## src/sv/hcd_pkg.sv

```systemverilog
// hcd_pkg: shared types, codes and the byte classifier for the chunked deframer.
// Used by hcd_front, hcd_back and http_chunked_deframer; no dependencies.

package hcd_pkg;

   localparam logic [7:0] CH_CR   = 8'h0D;
   localparam logic [7:0] CH_LF   = 8'h0A;
   localparam logic [7:0] CH_SEMI = 8'h3B;

   // result kinds
   localparam logic [1:0] KIND_PAYLOAD   = 2'd0;
   localparam logic [1:0] KIND_CHUNK_END = 2'd1;
   localparam logic [1:0] KIND_FINAL_END = 2'd2;
   localparam logic [1:0] KIND_ERROR     = 2'd3;

   // error codes
   localparam logic [2:0] ERR_NONE       = 3'd0;
   localparam logic [2:0] ERR_EMPTY_SIZE = 3'd1;
   localparam logic [2:0] ERR_NON_HEX    = 3'd2;
   localparam logic [2:0] ERR_TOO_LARGE  = 3'd3;
   localparam logic [2:0] ERR_EXT_LONG   = 3'd4;
   localparam logic [2:0] ERR_LINE_LONG  = 3'd5;
   localparam logic [2:0] ERR_BAD_CRLF   = 3'd6;

   // control register indexes
   localparam logic [1:0] CSR_MAX_CHUNK_SIZE = 2'd0;
   localparam logic [1:0] CSR_MAX_EXT_LEN    = 2'd1;
   localparam logic [1:0] CSR_MAX_LINE_LEN   = 2'd2;

   localparam logic [15:0] MAX_CHUNK_SIZE_RST = 16'd65535;
   localparam logic [7:0]  MAX_EXT_LEN_RST    = 8'd255;
   localparam logic [8:0]  MAX_LINE_LEN_RST   = 9'd273;

   typedef struct packed {
      logic [15:0] max_chunk_size;
      logic [7:0]  max_ext_len;
      logic [8:0]  max_line_len;
   } cfg_type;

   // one classified stream byte, as held in the queue
   typedef struct packed {
      logic [7:0] data;
      logic       is_hex;
      logic [3:0] hex_val;
      logic       is_cr;
      logic       is_lf;
      logic       is_semi;
   } qitem_type;

   function automatic qitem_type classify(logic [7:0] b);
      qitem_type q;
      q.data    = b;
      q.is_cr   = (b == CH_CR);
      q.is_lf   = (b == CH_LF);
      q.is_semi = (b == CH_SEMI);
      q.is_hex  = 1'b1;
      q.hex_val = 4'd0;
      if (b >= 8'h30 && b <= 8'h39) begin
         q.hex_val = b[3:0];
      end else if ((b >= 8'h61 && b <= 8'h66) || (b >= 8'h41 && b <= 8'h46)) begin
         q.hex_val = b[3:0] + 4'd9;
      end else begin
         q.is_hex = 1'b0;
      end
      return q;
   endfunction

endpackage

```

## src/sv/hcd_front.sv

```systemverilog
// hcd_front: accepts stream bytes, classifies them and queues them for the parser.
// Depends on hcd_pkg.

module hcd_front #(
   parameter int QUEUE_DEPTH = 2
) (
   input  logic                clock,
   input  logic                reset,
   input  logic                req_valid,
   output logic                req_stall,
   input  logic [7:0]          req_in_byte,
   output logic                q_valid,
   output hcd_pkg::qitem_type  q_item,
   input  logic                q_pop
);
   import hcd_pkg::*;

   localparam int PtrW = (QUEUE_DEPTH > 1) ? $clog2(QUEUE_DEPTH) : 1;
   localparam int CntW = $clog2(QUEUE_DEPTH + 1);
   localparam logic [PtrW-1:0] LastPtr = PtrW'(QUEUE_DEPTH - 1);
   localparam logic [CntW-1:0] FullCnt = CntW'(QUEUE_DEPTH);

   qitem_type       entries_ff [QUEUE_DEPTH];
   logic [PtrW-1:0] wr_ptr_ff, wr_ptr_in;
   logic [PtrW-1:0] rd_ptr_ff, rd_ptr_in;
   logic [CntW-1:0] count_ff, count_in;
   logic            push;
   logic            pop;

   assign req_stall = (count_ff == FullCnt);
   assign push      = req_valid && !req_stall;
   assign q_valid   = (count_ff != '0);
   assign pop       = q_pop && q_valid;
   assign q_item    = entries_ff[rd_ptr_ff];

   always_comb begin
      wr_ptr_in = wr_ptr_ff;
      rd_ptr_in = rd_ptr_ff;
      count_in  = count_ff;
      if (push) begin
         wr_ptr_in = (wr_ptr_ff == LastPtr) ? '0 : wr_ptr_ff + PtrW'(1);
      end
      if (pop) begin
         rd_ptr_in = (rd_ptr_ff == LastPtr) ? '0 : rd_ptr_ff + PtrW'(1);
      end
      if (push && !pop) begin
         count_in = count_ff + CntW'(1);
      end else if (pop && !push) begin
         count_in = count_ff - CntW'(1);
      end
   end

   always_ff @(posedge clock) begin
      if (reset) begin
         wr_ptr_ff <= '0;
         rd_ptr_ff <= '0;
         count_ff  <= '0;
      end else begin
         wr_ptr_ff <= wr_ptr_in;
         rd_ptr_ff <= rd_ptr_in;
         count_ff  <= count_in;
      end
   end

   always_ff @(posedge clock) begin
      if (push) begin
         entries_ff[wr_ptr_ff] <= classify(req_in_byte);
      end
   end

endmodule

```

## src/sv/hcd_back.sv

```systemverilog
// hcd_back: chunk parser state machine and result register.
// Depends on hcd_pkg; takes classified bytes from hcd_front.

module hcd_back (
   input  logic                clock,
   input  logic                reset,
   input  hcd_pkg::cfg_type    cfg,
   input  logic                q_valid,
   input  hcd_pkg::qitem_type  q_item,
   output logic                q_pop,
   output logic                rsp_valid,
   input  logic                rsp_stall,
   output logic [1:0]          rsp_kind,
   output logic [7:0]          rsp_out_byte,
   output logic [15:0]         rsp_chunk_len,
   output logic [16:0]         rsp_consumed,
   output logic [2:0]          rsp_error_code
);
   import hcd_pkg::*;

   typedef enum logic [6:0] {
      PH_LINE    = 7'b0000001,
      PH_DATA    = 7'b0000010,
      PH_DATA_CR = 7'b0000100,
      PH_DATA_LF = 7'b0001000,
      PH_FIN_CR  = 7'b0010000,
      PH_FIN_LF  = 7'b0100000,
      PH_ERROR   = 7'b1000000
   } phase_type;

   typedef struct packed {
      logic [8:0]  line_cnt;
      logic [8:0]  ext_cnt;
      logic        in_ext;
      logic [2:0]  lat_err;
      logic        has_digit;
      logic [15:0] size;
      logic        too_large;
   } line_st_type;

   typedef struct packed {
      line_st_type st;
      logic [2:0]  err;
   } line_res_type;

   localparam line_st_type LINE_CLEAR = '0;

   // one size-line byte; err is an immediate fault
   function automatic line_res_type line_byte(line_st_type s, qitem_type c,
                                              logic [15:0] max_size,
                                              logic [8:0] max_line);
      line_res_type r;
      logic [19:0]  v;
      r.st  = s;
      r.err = ERR_NONE;
      v     = {s.size, c.hex_val};
      if (s.line_cnt >= max_line) begin
         r.err = ERR_LINE_LONG;
      end else begin
         r.st.line_cnt = s.line_cnt + 9'd1;
         if (s.in_ext) begin
            if (s.ext_cnt != 9'h1FF) begin
               r.st.ext_cnt = s.ext_cnt + 9'd1;
            end
         end else if (c.is_semi) begin
            r.st.in_ext = 1'b1;
         end else if (!c.is_hex) begin
            if (s.lat_err == ERR_NONE) begin
               r.st.lat_err = ERR_NON_HEX;
            end
         end else begin
            r.st.has_digit = 1'b1;
            if (v > {4'd0, max_size}) begin
               r.st.too_large = 1'b1;
               r.st.size      = 16'hFFFF;
               if (s.lat_err == ERR_NONE) begin
                  r.st.lat_err = ERR_TOO_LARGE;
               end
            end else begin
               r.st.size = v[15:0];
            end
         end
      end
      return r;
   endfunction

   phase_type   phase_ff, phase_in;
   line_st_type line_ff, line_in;
   logic        pend_cr_ff, pend_cr_in;
   logic [15:0] left_ff, left_in;
   logic [16:0] total_ff, total_in;
   logic        rsp_valid_ff, rsp_valid_in;
   logic [1:0]  kind_ff, kind_in;
   logic [7:0]  byte_ff, byte_in;
   logic [15:0] len_ff, len_in;
   logic [16:0] cons_ff, cons_in;
   logic [2:0]  err_ff, err_in;

   logic         res_valid;
   logic [2:0]   verdict;
   logic [2:0]   fail_code;
   logic         fail;
   logic [16:0]  tot;
   logic [15:0]  left_dec;
   line_res_type r1, r2;

   // a new byte is parsed only when the result register is free or draining
   assign q_pop = q_valid && (!rsp_valid_ff || !rsp_stall);

   always_comb begin
      verdict = ERR_NONE;
      if (line_ff.line_cnt == 9'd0) begin
         verdict = ERR_EMPTY_SIZE;
      end else if (line_ff.in_ext && (line_ff.ext_cnt > {1'b0, cfg.max_ext_len})) begin
         verdict = ERR_EXT_LONG;
      end else if (!line_ff.has_digit) begin
         verdict = ERR_EMPTY_SIZE;
      end else if (line_ff.lat_err != ERR_NONE) begin
         verdict = line_ff.lat_err;
      end else if (line_ff.too_large) begin
         verdict = ERR_TOO_LARGE;
      end
   end

   always_comb begin
      phase_in   = phase_ff;
      line_in    = line_ff;
      pend_cr_in = pend_cr_ff;
      left_in    = left_ff;
      total_in   = total_ff;
      res_valid  = 1'b0;
      kind_in    = KIND_PAYLOAD;
      byte_in    = 8'd0;
      len_in     = 16'd0;
      cons_in    = 17'd0;
      err_in     = ERR_NONE;
      fail       = 1'b0;
      fail_code  = ERR_NONE;
      tot        = (total_ff == 17'h1FFFF) ? total_ff : total_ff + 17'd1;
      left_dec   = (left_ff != 16'd0) ? left_ff - 16'd1 : left_ff;
      r1.st      = line_ff;
      r1.err     = ERR_NONE;
      r2         = line_byte(line_ff, q_item, cfg.max_chunk_size, cfg.max_line_len);

      if (q_pop) begin
         total_in = tot;
         unique case (phase_ff)
            PH_LINE: begin
               if (q_item.is_lf && pend_cr_ff) begin
                  pend_cr_in = 1'b0;
                  if (verdict != ERR_NONE) begin
                     fail      = 1'b1;
                     fail_code = verdict;
                  end else if (line_ff.size == 16'd0) begin
                     phase_in = PH_FIN_CR;
                  end else begin
                     left_in  = line_ff.size;
                     phase_in = PH_DATA;
                  end
               end else begin
                  // an unresolved CR that was not followed by LF is a plain line byte
                  if (pend_cr_ff) begin
                     r1 = line_byte(line_ff, classify(CH_CR), cfg.max_chunk_size,
                                    cfg.max_line_len);
                  end
                  r2 = line_byte(r1.st, q_item, cfg.max_chunk_size, cfg.max_line_len);
                  if (r1.err != ERR_NONE) begin
                     fail      = 1'b1;
                     fail_code = r1.err;
                  end else if (q_item.is_cr) begin
                     line_in    = r1.st;
                     pend_cr_in = 1'b1;
                  end else if (r2.err != ERR_NONE) begin
                     fail      = 1'b1;
                     fail_code = r2.err;
                  end else begin
                     line_in    = r2.st;
                     pend_cr_in = 1'b0;
                  end
               end
            end
            PH_DATA: begin
               left_in = left_dec;
               if (left_dec == 16'd0) begin
                  phase_in = PH_DATA_CR;
               end
               res_valid = 1'b1;
               kind_in   = KIND_PAYLOAD;
               byte_in   = q_item.data;
            end
            PH_DATA_CR: begin
               if (!q_item.is_cr) begin
                  fail      = 1'b1;
                  fail_code = ERR_BAD_CRLF;
               end else begin
                  phase_in = PH_DATA_LF;
               end
            end
            PH_FIN_CR: begin
               if (!q_item.is_cr) begin
                  fail      = 1'b1;
                  fail_code = ERR_BAD_CRLF;
               end else begin
                  phase_in = PH_FIN_LF;
               end
            end
            PH_DATA_LF, PH_FIN_LF: begin
               if (!q_item.is_lf) begin
                  fail      = 1'b1;
                  fail_code = ERR_BAD_CRLF;
               end else begin
                  res_valid  = 1'b1;
                  kind_in    = (phase_ff == PH_DATA_LF) ? KIND_CHUNK_END : KIND_FINAL_END;
                  len_in     = (phase_ff == PH_DATA_LF) ? line_ff.size : 16'd0;
                  cons_in    = tot;
                  phase_in   = PH_LINE;
                  line_in    = LINE_CLEAR;
                  pend_cr_in = 1'b0;
                  left_in    = 16'd0;
                  total_in   = 17'd0;
               end
            end
            PH_ERROR: begin
               total_in = total_ff;
            end
            default: begin
               phase_in = PH_ERROR;
            end
         endcase

         if (fail) begin
            phase_in          = PH_ERROR;
            line_in.lat_err   = fail_code;
            res_valid         = 1'b1;
            kind_in           = KIND_ERROR;
            err_in            = fail_code;
         end
      end

      if (q_pop) begin
         rsp_valid_in = res_valid;
      end else if (!rsp_stall) begin
         rsp_valid_in = 1'b0;
      end else begin
         rsp_valid_in = rsp_valid_ff;
      end
   end

   always_ff @(posedge clock) begin
      if (reset) begin
         phase_ff     <= PH_LINE;
         line_ff      <= LINE_CLEAR;
         pend_cr_ff   <= 1'b0;
         left_ff      <= 16'd0;
         total_ff     <= 17'd0;
         rsp_valid_ff <= 1'b0;
      end else begin
         phase_ff     <= phase_in;
         line_ff      <= line_in;
         pend_cr_ff   <= pend_cr_in;
         left_ff      <= left_in;
         total_ff     <= total_in;
         rsp_valid_ff <= rsp_valid_in;
      end
   end

   always_ff @(posedge clock) begin
      if (q_pop && res_valid) begin
         kind_ff <= kind_in;
         byte_ff <= byte_in;
         len_ff  <= len_in;
         cons_ff <= cons_in;
         err_ff  <= err_in;
      end
   end

   assign rsp_valid      = rsp_valid_ff;
   assign rsp_kind       = kind_ff;
   assign rsp_out_byte   = byte_ff;
   assign rsp_chunk_len  = len_ff;
   assign rsp_consumed   = cons_ff;
   assign rsp_error_code = err_ff;

endmodule

```

## src/sv/http_chunked_deframer.sv

```systemverilog
// http_chunked_deframer: top level of the HTTP chunked transfer deframer.
// Holds the control registers; instantiates hcd_front and hcd_back; uses hcd_pkg.
//
// Usage:
//   req_*  : one stream byte per transfer (req_valid / req_stall).
//   rsp_*  : zero or one result per byte: payload byte, chunk end, final
//            chunk end or error (rsp_valid / rsp_stall).
//   csr_*  : register writes (index 0 max chunk size, 1 max extension
//            length, 2 max size-line length); csr_ready is always high.
// Throughput is one byte per cycle while rsp_stall is low. A byte accepted
// is held in the input queue register, and its result then goes to the
// parser's result register.
// The parser handles one queued byte per cycle whenever the result register
// is empty or being taken.
// Reset clears the queue, returns the parser to the size line and loads the
// register defaults (65535, 255, 273). After an error the block drops all
// further bytes without results until reset.
// While rsp_stall is high the result holds, the queue fills and req_stall
// rises once QUEUE_DEPTH bytes wait.

module http_chunked_deframer #(
   parameter int QUEUE_DEPTH = 2
) (
   input  logic        clock,
   input  logic        reset,
   input  logic        req_valid,
   output logic        req_stall,
   input  logic [7:0]  req_in_byte,
   output logic        rsp_valid,
   input  logic        rsp_stall,
   output logic [1:0]  rsp_kind,
   output logic [7:0]  rsp_out_byte,
   output logic [15:0] rsp_chunk_len,
   output logic [16:0] rsp_consumed,
   output logic [2:0]  rsp_error_code,
   input  logic        csr_valid,
   output logic        csr_ready,
   input  logic [1:0]  csr_index,
   input  logic [15:0] csr_wdata
);
   import hcd_pkg::*;

   cfg_type   cfg_ff, cfg_in;
   logic      q_valid;
   qitem_type q_item;
   logic      q_pop;

   assign csr_ready = 1'b1;

   always_comb begin
      cfg_in = cfg_ff;
      if (csr_valid && csr_ready) begin
         unique case (csr_index)
            CSR_MAX_CHUNK_SIZE: cfg_in.max_chunk_size = csr_wdata;
            CSR_MAX_EXT_LEN:    cfg_in.max_ext_len    = csr_wdata[7:0];
            CSR_MAX_LINE_LEN:   cfg_in.max_line_len   = csr_wdata[8:0];
            default:            cfg_in                = cfg_ff;
         endcase
      end
   end

   always_ff @(posedge clock) begin
      if (reset) begin
         cfg_ff.max_chunk_size <= MAX_CHUNK_SIZE_RST;
         cfg_ff.max_ext_len    <= MAX_EXT_LEN_RST;
         cfg_ff.max_line_len   <= MAX_LINE_LEN_RST;
      end else begin
         cfg_ff <= cfg_in;
      end
   end

   hcd_front #(
      .QUEUE_DEPTH (QUEUE_DEPTH)
   ) u_front (
      .clock       (clock),
      .reset       (reset),
      .req_valid   (req_valid),
      .req_stall   (req_stall),
      .req_in_byte (req_in_byte),
      .q_valid     (q_valid),
      .q_item      (q_item),
      .q_pop       (q_pop)
   );

   hcd_back u_back (
      .clock          (clock),
      .reset          (reset),
      .cfg            (cfg_ff),
      .q_valid        (q_valid),
      .q_item         (q_item),
      .q_pop          (q_pop),
      .rsp_valid      (rsp_valid),
      .rsp_stall      (rsp_stall),
      .rsp_kind       (rsp_kind),
      .rsp_out_byte   (rsp_out_byte),
      .rsp_chunk_len  (rsp_chunk_len),
      .rsp_consumed   (rsp_consumed),
      .rsp_error_code (rsp_error_code)
   );

endmodule
```

## config.mk

```make
export PLATFORM = sky130hd
export DESIGN_NAME = http_chunked_deframer
export DESIGN_NICKNAME = d
export VERILOG_FILES = /design/src/sv/hcd_pkg.sv /design/src/sv/hcd_front.sv /design/src/sv/hcd_back.sv /design/src/sv/http_chunked_deframer.sv
export SDC_FILE = /design/constraint.sdc
export NUM_CORES = 1
export LEC_CHECK = 0
export ABC_CLOCK_PERIOD_IN_PS = 7800
export BUFFER_PORTS_ARGS = -buffer_cell sky130_fd_sc_hd__buf_2
export CAP_MARGIN = 10
export CORE_MARGIN = 3
export CORE_UTILIZATION = 35
export CTS_CLUSTER_DIAMETER = 30
export DETAILED_ROUTE_END_ITERATION = 10
export GPL_TIMING_DRIVEN = 0
export PLACE_DENSITY_LB_ADDON = 0.08
export SLEW_MARGIN = 20
export SYNTH_ARGS = -nofsm -noshare
export SYNTH_HDL_FRONTEND = slang
export SYNTH_SLANG_ARGS = --single-unit
```

## constraint.sdc

```tcl
create_clock -name clock -period 7.8 [get_ports clock]
set_input_delay 0 -clock clock [delete_from_list [all_inputs] [get_ports clock]]
set_output_delay 0 -clock clock [all_outputs]
set_load 0.01 [all_outputs]
```

# After elaboration in Yosys (flattened, before gate mapping)
# Memory sizes are Yosys's and may differ from the RTL's. A register that Yosys moved wholly into a read port is not among the register bits.
# Cells that the tools add are included.
[classes] n_addsub=11 magnitude_cmp=10 n_eq_ne=36 n_mux=105 bitwise_logic=1 n_reduce_logical=49
[ops] cell="$mux 40" count=6
[ops] cell="$mux 43" count=4
[ops] cell="$mux 16" count=6
[ops] cell="$pmux 40 s2" count=1
[ops] cell="$mux 3" count=22
[ops] cell="$mux 21" count=3
[ops] cell="$mux 7" count=7
[ops] cell="$pmux 16 s3" count=1
[ops] cell="$pmux 7 s6" count=1
[ops] cell="$add 9x1->9 const B" count=4
[ops] cell="$mux 18" count=2
[ops] cell="$mux 9" count=4
[ops] cell="$mux 17" count=2
[ops] cell="$pmux 17 s2" count=1
[ops] cell="$logic_not 16->1" count=2
[ops] cell="$mux 1" count=29
[ops] cell="$mux 22" count=1
[ops] cell="$gt 20x16->1" count=1
[ops] cell="$ge 9x9->1" count=2
[ops] cell="$ne 9x9->1 const B" count=2
[ops] cell="$reduce_and 6->1" count=3
[ops] cell="$reduce_bool 3->1" count=6
[ops] cell="$add 17x1->17 const B" count=1
[ops] cell="$eq 17x17->1 const B" count=1
[ops] cell="49 further kinds" count=100
[word_totals] register_bits=165 mem_bits_rw=32 in_bits=31 output_inout_bits=49 word_cells=236 mem_count=1
[mem_list] name="u_front.entries_ff" depth=2 width=16 rd=1 rd_clocked_by_memory_dff=1 wr=1 line="hcd_front.sv:23" source="qitem_type entries_ff [QUEUE_DEPTH];"

# Depth between registers and ports, before layout
# Gate-level depths: netlist of run 1.
[logic_depth] depth_word=23 depth_mapped=20 ltp_nobuf=17

# Modules after synthesis
# A second synthesis of run 1 with hierarchy kept.
[hier_totals] hier_cells=1237 area_unflattened_um2=11183.2
[modules_own_cells] mod="hcd_back" n_inst=1 cells_per_inst=994 area_per_inst_um2=8230.4
[modules_own_cells] mod="hcd_front" n_inst=1 cells_per_inst=107 area_per_inst_um2=1606.5
[modules_own_cells] mod="http_chunked_deframer" n_inst=1 cells_per_inst=136 area_per_inst_um2=1346.3

# Worst setup path after synthesis of run 1
# Ideal clock, no wire load.
[synth_timing] path_type="reg2reg" startpoint="register cfg_ff[6] in the netlist's numbering" endpoint="register u_back.len_ff[0] (netlist: u_back.rsp_chunk_len[0]), enable pin" arrival_ps=4380 required_time_ps=7336 slack_ps=2956 path_stages_with_launch=19 period_less_slack_ps=4844 path_cell_list="dfxtp_1 > inv_1 > ha_1 > a211oi_1 > o21bai_1 > a211o_1 > clkbuf_1 > clkbuf_1 > nor2_1 > and3_1 > xor2_1 > ha_1 > a211o_1 > a211o_1 > nand3_1 > nand2_1 > a21o_1 > o31ai_1 > inv_1"
[synth_between] elab_chain_len=21
[synth_rtl] item="from (decl)" line="http_chunked_deframer.sv:43" source="cfg_type cfg_ff, cfg_in;"
[synth_rtl] item="from (signal assigned)" line="http_chunked_deframer.sv:68" source="cfg_ff <= cfg_in;"
[synth_rtl] item="$ge 9x9->1"
[synth_rtl] item="$mux 18" line="hcd_back.sv:57" source="if (s.line_cnt >= max_line) begin"
[synth_rtl] item="$mux 43" line="hcd_back.sv:162" source="if (pend_cr_ff) begin"
[synth_rtl] item="$mux 43" line="hcd_back.sv:149" source="if (q_item.is_lf && pend_cr_ff) begin"
[synth_rtl] item="$mux 43" line="hcd_back.sv:147" source="unique case (phase_ff)"
[synth_rtl] item="$mux 43" line="hcd_back.sv:145" source="if (q_pop) begin"
[synth_rtl] item="$ge 9x9->1" line="hcd_back.sv:57"
[synth_rtl] item="$mux 3" line="hcd_back.sv:57"
[synth_rtl] item="(+5 left out)"
[synth_rtl] item="$mux 1" line="hcd_back.sv:170" source="end else if (q_item.is_cr) begin"
[synth_rtl] item="$mux 1 (*)" line="hcd_back.sv:167" source="if (r1.err != ERR_NONE) begin"
[synth_rtl] item="$mux 1 (*)" line="hcd_back.sv:149"
[synth_rtl] item="$pmux 1 s3 (*)" line="hcd_back.sv:147"
[synth_rtl] item="$mux 1 (*)" line="hcd_back.sv:145"
[synth_rtl] item="$mux 1 (*)" line="hcd_back.sv:231" source="if (fail) begin"
[synth_rtl] item="$mux 1 (*)" line="hcd_back.sv:145"
[synth_rtl] item="$logic_and 1x1->1 (*)" line="hcd_back.sv:268" source="if (q_pop && res_valid) begin"
[synth_rtl] item="to (signal assigned)" line="hcd_back.sv:271" source="len_ff <= len_in;"
[synth_rtl] item="to (decl)" line="hcd_back.sv:95" source="logic [15:0] len_ff, len_in;"
# Mark *: on every way between the ends. The rest lies on a longest branch, timed or not. The select of a mux whose other input is x is not followed.
# A chain may end at the register's enable or synchronous reset.

# Worst setup path in the final report of run 1
[layout_timing] startpoint="register u_back.line_ff[37] in the netlist's numbering" endpoint="register u_back.line_ff[14] in the netlist's numbering"
[layout_between] elab_chain_len=17
[layout_rtl] item="from (decl)" line="hcd_back.sv:88" source="line_st_type line_ff, line_in;"
[layout_rtl] item="from (signal assigned)" line="hcd_back.sv:259" source="line_ff <= line_in;"
[layout_rtl] item="$ge 9x9->1"
[layout_rtl] item="$mux 21" line="hcd_back.sv:57"
[layout_rtl] item="$mux 43 (*)" line="hcd_back.sv:162"
[layout_rtl] item="$mux 43 (*)" line="hcd_back.sv:149"
[layout_rtl] item="$mux 43 (*)" line="hcd_back.sv:147"
[layout_rtl] item="$mux 43 (*)" line="hcd_back.sv:145"
[layout_rtl] item="$gt 20x16->1" line="hcd_back.sv:73" source="if (v > {4'd0, max_size}) begin"
[layout_rtl] item="$mux 16" line="hcd_back.sv:73"
[layout_rtl] item="$mux 18" line="hcd_back.sv:67" source="end else if (!c.is_hex) begin"
[layout_rtl] item="$mux 21" line="hcd_back.sv:65" source="end else if (c.is_semi) begin"
[layout_rtl] item="$mux 22" line="hcd_back.sv:61" source="if (s.in_ext) begin"
[layout_rtl] item="$mux 40" line="hcd_back.sv:57"
[layout_rtl] item="$mux 40" line="hcd_back.sv:173" source="end else if (r2.err != ERR_NONE) begin"
[layout_rtl] item="$mux 40" line="hcd_back.sv:170"
[layout_rtl] item="$mux 40" line="hcd_back.sv:167"
[layout_rtl] item="$mux 40" line="hcd_back.sv:149"
[layout_rtl] item="$pmux 40 s2" line="hcd_back.sv:147"
# Marks and branches as above.

==> impl_results.md, run 1 <==
- Reg2reg start: u_back.line_ff[37]
- Setup ws final: 1250 ps
- Outcome: finished, final reports clean
- R2R setup slack: 1250 ps
- Number of flops mapped to enable cells by yosys: 78
- Slew Limit Fails: 0
- Required time of the worst setup path: 8170 ps
- Total gr overflow: 0
- Clock skew: 21.1 ps
- Clock slew at reported path FFs: 70 ps
- Synth Flop Type: dfxtp_1
- CTS Buffer Depth: 2
- CTS Buf Count: 17
- CORE AREA: 30700 um2
- Row cnt: 64
- Max rail drop VDD: 0.130 mV
- Die area: 33600 um2
- Max_slew headroom: 16.0%
- Dpl hpwl: 23900 um
- Worst EP arrival: 6920 ps
- Final WL: 32600 um
- IO buf count: 78
- CP Class: reg2reg
- Fin crit period: 6550 ps
- Hold Fails Final Rpt: 0
- Drt drc: 0
- Distinct cells, synth: 79
- Die height: 183 um
- Via count: 9673
- Sink Count: 198
- Initial DRC count: 738
- Final cell count without fillers: 1771
- Layout area overhead: 16.5%
- Vias/cell: 5.46
- CTS tree: done
- CP max FO: 10
- Drt wl/cell: 18.4 um
- Overall power: 2.90 mW
- Pleak: 5.07 nW
- Syn Inst Count: 1231
- Mapped Area: 11000 um2
- Max_cap viols: 0
- RR Endpoint: u_back.line_ff[14]
- Cells after DPL: 1708
- Final instance area: 12800 um2
- Top post-synthesis cells by area: dfxtp_1 (22%), edfxtp_1 (21%), ha_1 (6.3%)
- Nets: 1448
- First-pass GRT wire length: 51800 um
- Antenna violations before repair: 0
- WHS Endpoint: cfg_ff[32]
- Fin util: 41.6%
- Max Fclk: 153 MHz
- Flop and latch count out of synthesis: 198
- ANT nets after route: 0
- Startpoint types: register
- Crit share post-route: 84.0%
- Ys Warns: 0
- Diodes inserted: 0
- Maximum number of pins on one net before global-route repair: 28
- Ports: 80
- Clk Latency, worst-skew pair: 440 ps
- Hold Crit Start: csr_index[1]
- Post-Syn Area per Cell: 8.93 um2
- Reg2Reg Depth: 18
- Seq/Total Area, Yosys: 43.2%
- Slew @ Worst Pin: 1250 ps
- Area leader, netlist: dfxtp_1
- Die X-Extent: 183 um
- Pre-antenna DRT Iters: 6
- Total Routing Usage GR: 19.5%
- Fin Setup TNS: 0 ps
- # setup viols final: 0
- Vias in the first global route: 9224
- Placed cell area: 11900 um2
- Clock tree root buffer cell: clkbuf_16
- Fillcell total: 3157
- Pre-CTS setup slack: 1500 ps
- Top cell type's share of synthesized area: 21.9%
- Hold depth: 5
- RSZ-0062 raised after global routing: no
- Fraction of registers with async set/reset: 0%
- Starting Density: 35.8%
- Mapped Nets: 1317
- Final RePlAce weighted congestion: 0.939
- HP Class: in2reg
- Element type at the critical path end: register
- Share of cells above drive strength 1: 10.3%
- Worst hold slack: 223 ps
- H-Tree Level Count: 4
- Pwr Density: 226 nW/um2
==> kinds of logic after synthesis <==
kind of cell	Yosys count	synth area share [%]
AND/OR/NAND/NOR	474	21.3
AO/OA/AOI/OAI	312	18.7
flip-flops	198	43.2
buffers and inverters	117	4.13
adder cells (fa/ha/maj)	55	6.26
XOR/XNOR	37	2.95
multiplexers	37	3.48
other	1	0.0341
==> state kept, by name, summed over array words and instances, names as in the netlist, named ones only <==
| register | cells |
|---|---|
| cfg_ff | 33 |
| u_back.left_ff | 16 |
| u_back.line_ff | 40 |
| u_back.pend_cr_ff | 1 |
| u_back.phase_ff | 7 |
| u_back.rsp_chunk_len | 16 |
| u_back.rsp_consumed | 17 |
| u_back.rsp_error_code | 3 |
| u_back.rsp_kind | 2 |
| u_back.rsp_out_byte | 8 |
| u_back.rsp_valid | 1 |
| u_back.total_ff | 17 |
| u_front.count_ff | 2 |
| u_front.entries_ff | 32 |
| u_front.rd_ptr_ff | 1 |
| u_front.wr_ptr_ff | 1 |
==> layout by cell type, fill, tap and decap left out, types with 10 or more instances in the layout <==
cell / n
nor2_1: 112
o21ai_0: 45
nand3_1: 19
ha_1: 55
dfxtp_1: 120
o21a_1: 10
or3_1: 13
nand4_1: 21
nand2b_1: 10
or4_1: 10
dlygate4sd3_1: 31
clkbuf_16: 17
a22oi_1: 13
o31ai_1: 15
edfxtp_1: 78
a211oi_1: 12
clkbuf_1: 46
mux2_2: 10
and3_1: 18
a21oi_1: 77
and2_1: 25
o211ai_1: 29
inv_1: 60
nor3_1: 43
nand2_1: 140
xor2_1: 12
buf_2: 81
o21ai_1: 31
mux2i_1: 27
nor4_1: 17
xnor2_1: 25
==> where the power goes <==
part / internal (mW) / switching [mW]
clock network: 0.460 / 0.403
logic: 0.280 / 0.541
registers: 1.16 / 0.0506
==> synthesized netlist by cell type, types with 12 or more instances <==
cell      count
nand2_1     140
dfxtp_1     120
nor2_1      113
edfxtp_1     78
a21oi_1      77
inv_1        61
ha_1         55
clkbuf_1     45
o21ai_0      45
nor3_1       43
o21ai_1      31
o211ai_1     29
mux2i_1      27
and2_1       25
xnor2_1      25
nand4_1      21
nand3_1      19
and3_1       18
nor4_1       17
o31ai_1      15
a22oi_1      13
or3_1        13
a211oi_1     12
xor2_1       12
==> routing by layer <==
metal | GRT usage [%] | share of wire, %
met5 | 0 | 0
met4 | 6.06 | 2.2
met3 | 3.43 | 4.5
met2 | 31.8 | 47
met1 | 26.4 | 46
==> area by class of cell <==
type | instances | area (um2) | area share (%)
Clock buffer | 21 | 462 | 3.61
Inverter | 62 | 233 | 1.82
Buffer | 55 | 221 | 1.73
Tap cell | 396 | 495 | 3.87
Multi-Input combinational cell | 916 | 5810 | 45.4
Timing Repair Buffer | 112 | 743 | 5.80
Clock inverter | 11 | 97.6 | 0.762
Sequential cell | 198 | 4740 | 37.0
==> repair_timing <==
| action | CTS | global route |
|---|---|---|
| hold endpoints to repair | 61 | 0 |
| hold buffers | 31 | 0 |
| buffers inserted | 0 | 0 |
| gates resized for setup | 0 | 0 |
| endpoints found under the setup margin | 0 | 0 |
==> critical path: stages, from the launching register on <==
cell and delay (ps):
dfxtp_1 390, ha_1 330, a211oi_1 70, o21bai_1 430, a211o_1 360, clkbuf_1 440
clkbuf_1 540, nor2_1 150, and3_1 210, xor2_1 220, ha_1 290, a211o_1 300
a2111oi_2 860, o211a_1 320, o2111ai_1 440, nor3_2 540, buf_2 320, o21ai_0 120
a21oi_1 150
==> worst max path at each step <==
stage                             from                       to  slack, ps
finish              u_back.line_ff[37]       u_back.line_ff[14]       1250
global route                 cfg_ff[7]       u_back.line_ff[14]        730
CTS                 u_back.line_ff[37]       u_back.line_ff[14]       1450
detailed placement  u_back.line_ff[37]       u_back.line_ff[14]       1500
global placement    u_back.line_ff[31]  u_back.rsp_chunk_len[5]       1320
floorplan                    cfg_ff[6]  u_back.rsp_chunk_len[0]       2960
(Power assumes the default switching activity.)
==> run 2, diff against run 1 <==
--- a/config.mk
+++ b/config.mk
@@ -5,7 +5,7 @@
 export SDC_FILE = /design/constraint.sdc
 export NUM_CORES = 1
 export LEC_CHECK = 0
-export ABC_CLOCK_PERIOD_IN_PS = 7800
+export ABC_CLOCK_PERIOD_IN_PS = 6400
 export BUFFER_PORTS_ARGS = -buffer_cell sky130_fd_sc_hd__buf_2
 export CAP_MARGIN = 10
 export CORE_MARGIN = 3
==> constraint.sdc (replaced) <==
create_clock -name clock -period 6.4 [get_ports clock]
set_input_delay 0 -clock clock [delete_from_list [all_inputs] [get_ports clock]]
set_output_delay 0 -clock clock [all_outputs]
set_load 0.01 [all_outputs]
==> run 2 against run 1 <==
  * Sequential cell count unchanged
  * Wire length down 0.17%
  * Worst setup slack worse by 580 ps
  * Critical path type unchanged
  * Largest power group unchanged
==> impl_results.md, run 2 (synthesis gave the netlist of run 1 again) <==
- Outcome: finished, final reports clean
- Placed cell area: 11900 um2 (unchanged)
- Crit share post-route: 89.5% (+5.5 points)
- Fin util: 41.7% (+0.10 points)
- Element type at the critical path end: register
- Total Routing Usage GR: 19.5% (unchanged)
- Layout area overhead: 16.8%
- # setup viols final: 0 (unchanged)
- Top reg by flops: u_back.line_ff
- Pleak: 5.07 nW (+0.13%)
- Fin Setup TNS: 0 ps (unchanged)
- Via count: 9639 (-0.35%)
- Final RePlAce weighted congestion: 0.939 (unchanged)
- CP Class: reg2reg
- Vias/cell: 5.44 (-0.35%)
- CP cell instances: ha_1, a211oi_1, o21bai_1, a211o_1, clkbuf_1, clkbuf_2, nor2_1, and3_1, xor2_1, ha_1, a211o_1, a2111oi_4, o211a_1, o2111ai_2, nor3_4, buf_2, o21ai_0, a21oi_1
- Drt drc: 0 (unchanged)
- Vias in the first global route: 9224 (unchanged)
- Worst path slowest cell: a2111oi_4
- IO buf count: 78 (unchanged)
- CORE AREA: 30700 um2 (unchanged)
- Starting Density: 35.8% (unchanged)
- Max Fclk: 175 MHz (+14%)
- Most common cell after layout, fill and taps aside: nand2_1
- CTS tree: done
- Antenna violations before repair: 0 (unchanged)
- WP buf/inv: 3 (unchanged)
- DRT met1 WL: 15100 um (+0.59%)
- Final WL: 32500 um (-0.17%)
- Share of cells above drive strength 1: 10.5% (+0.22 points)
- CP max FO: 10 (unchanged)
- Dpl hpwl: 23900 um (unchanged)
- Cells after DPL: 1708 (unchanged)
- Worst path max stage delay: 570 ps (-290 ps)
- Met3 routed wirelength: 1360 um (-7.6%)
- Final cell count without fillers: 1771 (unchanged)
- Clock skew: 24.4 ps (+3.26 ps)
- CTS Buf Count: 17 (unchanged)
- Clk Latency, worst-skew pair: 440 ps (about the same)
- Final instance area: 12800 um2 (+0.24%)
- Total gr overflow: 0 (unchanged)
- ANT nets after route: 0 (unchanged)
- Pre-antenna DRT Iters: 5 (-1)
- Most frequent cells in the layout: nand2_1 (140), dfxtp_1 (120), nor2_1 (112)
- CTS Buffer Depth: 2 (unchanged)
- Max rail drop VDD: 0.159 mV (+22%)
- Maximum number of pins on one net before global-route repair: 28 (unchanged)
- H-Tree Level Count: 4 (unchanged)
- Drt wl/cell: 18.4 um (-0.17%)
- Clock tree root buffer cell: clkbuf_16
- First-pass GRT wire length: 51800 um (unchanged)
- Initial DRC count: 773 (+4.7%)
- Top flop regs: u_back.line_ff (40), cfg_ff (33), u_front.entries_ff (32)
- Ports: 80 (unchanged)
- Max FFs per register: 40 (unchanged)
- Top sig layer: met4
- Required time of the worst setup path: 6770 ps (-1400 ps)
- Row cnt: 64 (unchanged)
- Fin crit period: 5730 ps (-823 ps)
- Max_slew headroom: 29.2% (+13 points)
- Total setup buffers inserted after CTS: 0 (unchanged)
- HP Class: in2reg
- Nets: 1448 (unchanged)
- Die area: 33600 um2 (unchanged)
- RSZ-0062 raised after global routing: no
- Diodes inserted: 0 (unchanged)
- Hold Fails Final Rpt: 0 (unchanged)
- Met2 WL: 15400 um (+0.14%)
- Sink Count: 198 (unchanged)
- Slew @ Worst Pin: 1050 ps (-198 ps)
- CP top delay family: compound AO/OA/AOI/OAI gates
- Pwr Density: 276 nW/um2 (+22%)
- Slew Limit Fails: 0 (unchanged)
- Die X-Extent: 183 um (unchanged)
- Clock slew at reported path FFs: 70 ps (about the same)
- Max_cap viols: 0 (unchanged)
- Die height: 183 um (unchanged)
- Startpoint types: register
- Worst EP arrival: 6090 ps (-830 ps)
[run 2: metal layers]
layer	vias to the layer above	GRT usage [%]
li1	4806	-
met1	4579	26.4
met2	218	31.8
met3	36	3.43
met4	0	6.06
met5	-	0
[run 2: final timing paths]
check,to,start,cells after the start,slack [ps]
max,u_back.line_ff[14],u_back.line_ff[37],18,670
min,cfg_ff[32],csr_index[1],5,230
max reg2reg,u_back.line_ff[14],u_back.line_ff[37],18,670
min reg2reg,u_back.line_ff[15],u_back.line_ff[15],2,490
[run 2: metrics by stage]
step           setup slack [ps]  total power, mW  hold slack, ps
6_report                    674             3.54             226
3_5_place_dp                105             2.48             232
4_1_cts                    49.7             3.56             201
3_3_place_gp              -80.3             2.47             225
2_1_floorplan              1560             2.15            98.9
5_1_grt                     194             3.75             236
[run 2: cell type report]
type	count	area (um2)
flip-flops and latches	198	4740
well taps	396	495
inverters	62	233
repair buffers	112	743
clock inverters	11	97.6
clock buffers	21	462
fillers	3149	17900
multi-input cells	916	5840
plain buffers	55	223
[run 2: power breakdown]
group / total [mW] / internal (mW) / switching, mW
clock: 1.05 / 0.561 / 0.490
combinational: 1.01 / 0.346 / 0.668
sequential: 1.48 / 1.41 / 0.0616
total: 3.54 / 2.32 / 1.22
[run 2: worst min-delay path, cell delays in order]
cell and delay [ps]:
buf_2 100, nor3b_1 80, clkbuf_1 230, nand2_1 120, o211ai_1 70
[run 2: what timing repair did]
item                                    4_1_cts  5_1_grt
endpoints found under the setup margin        0       17
hold endpoints to repair                     61        0
resized for setup                             0        6
hold buffers                                 31        0
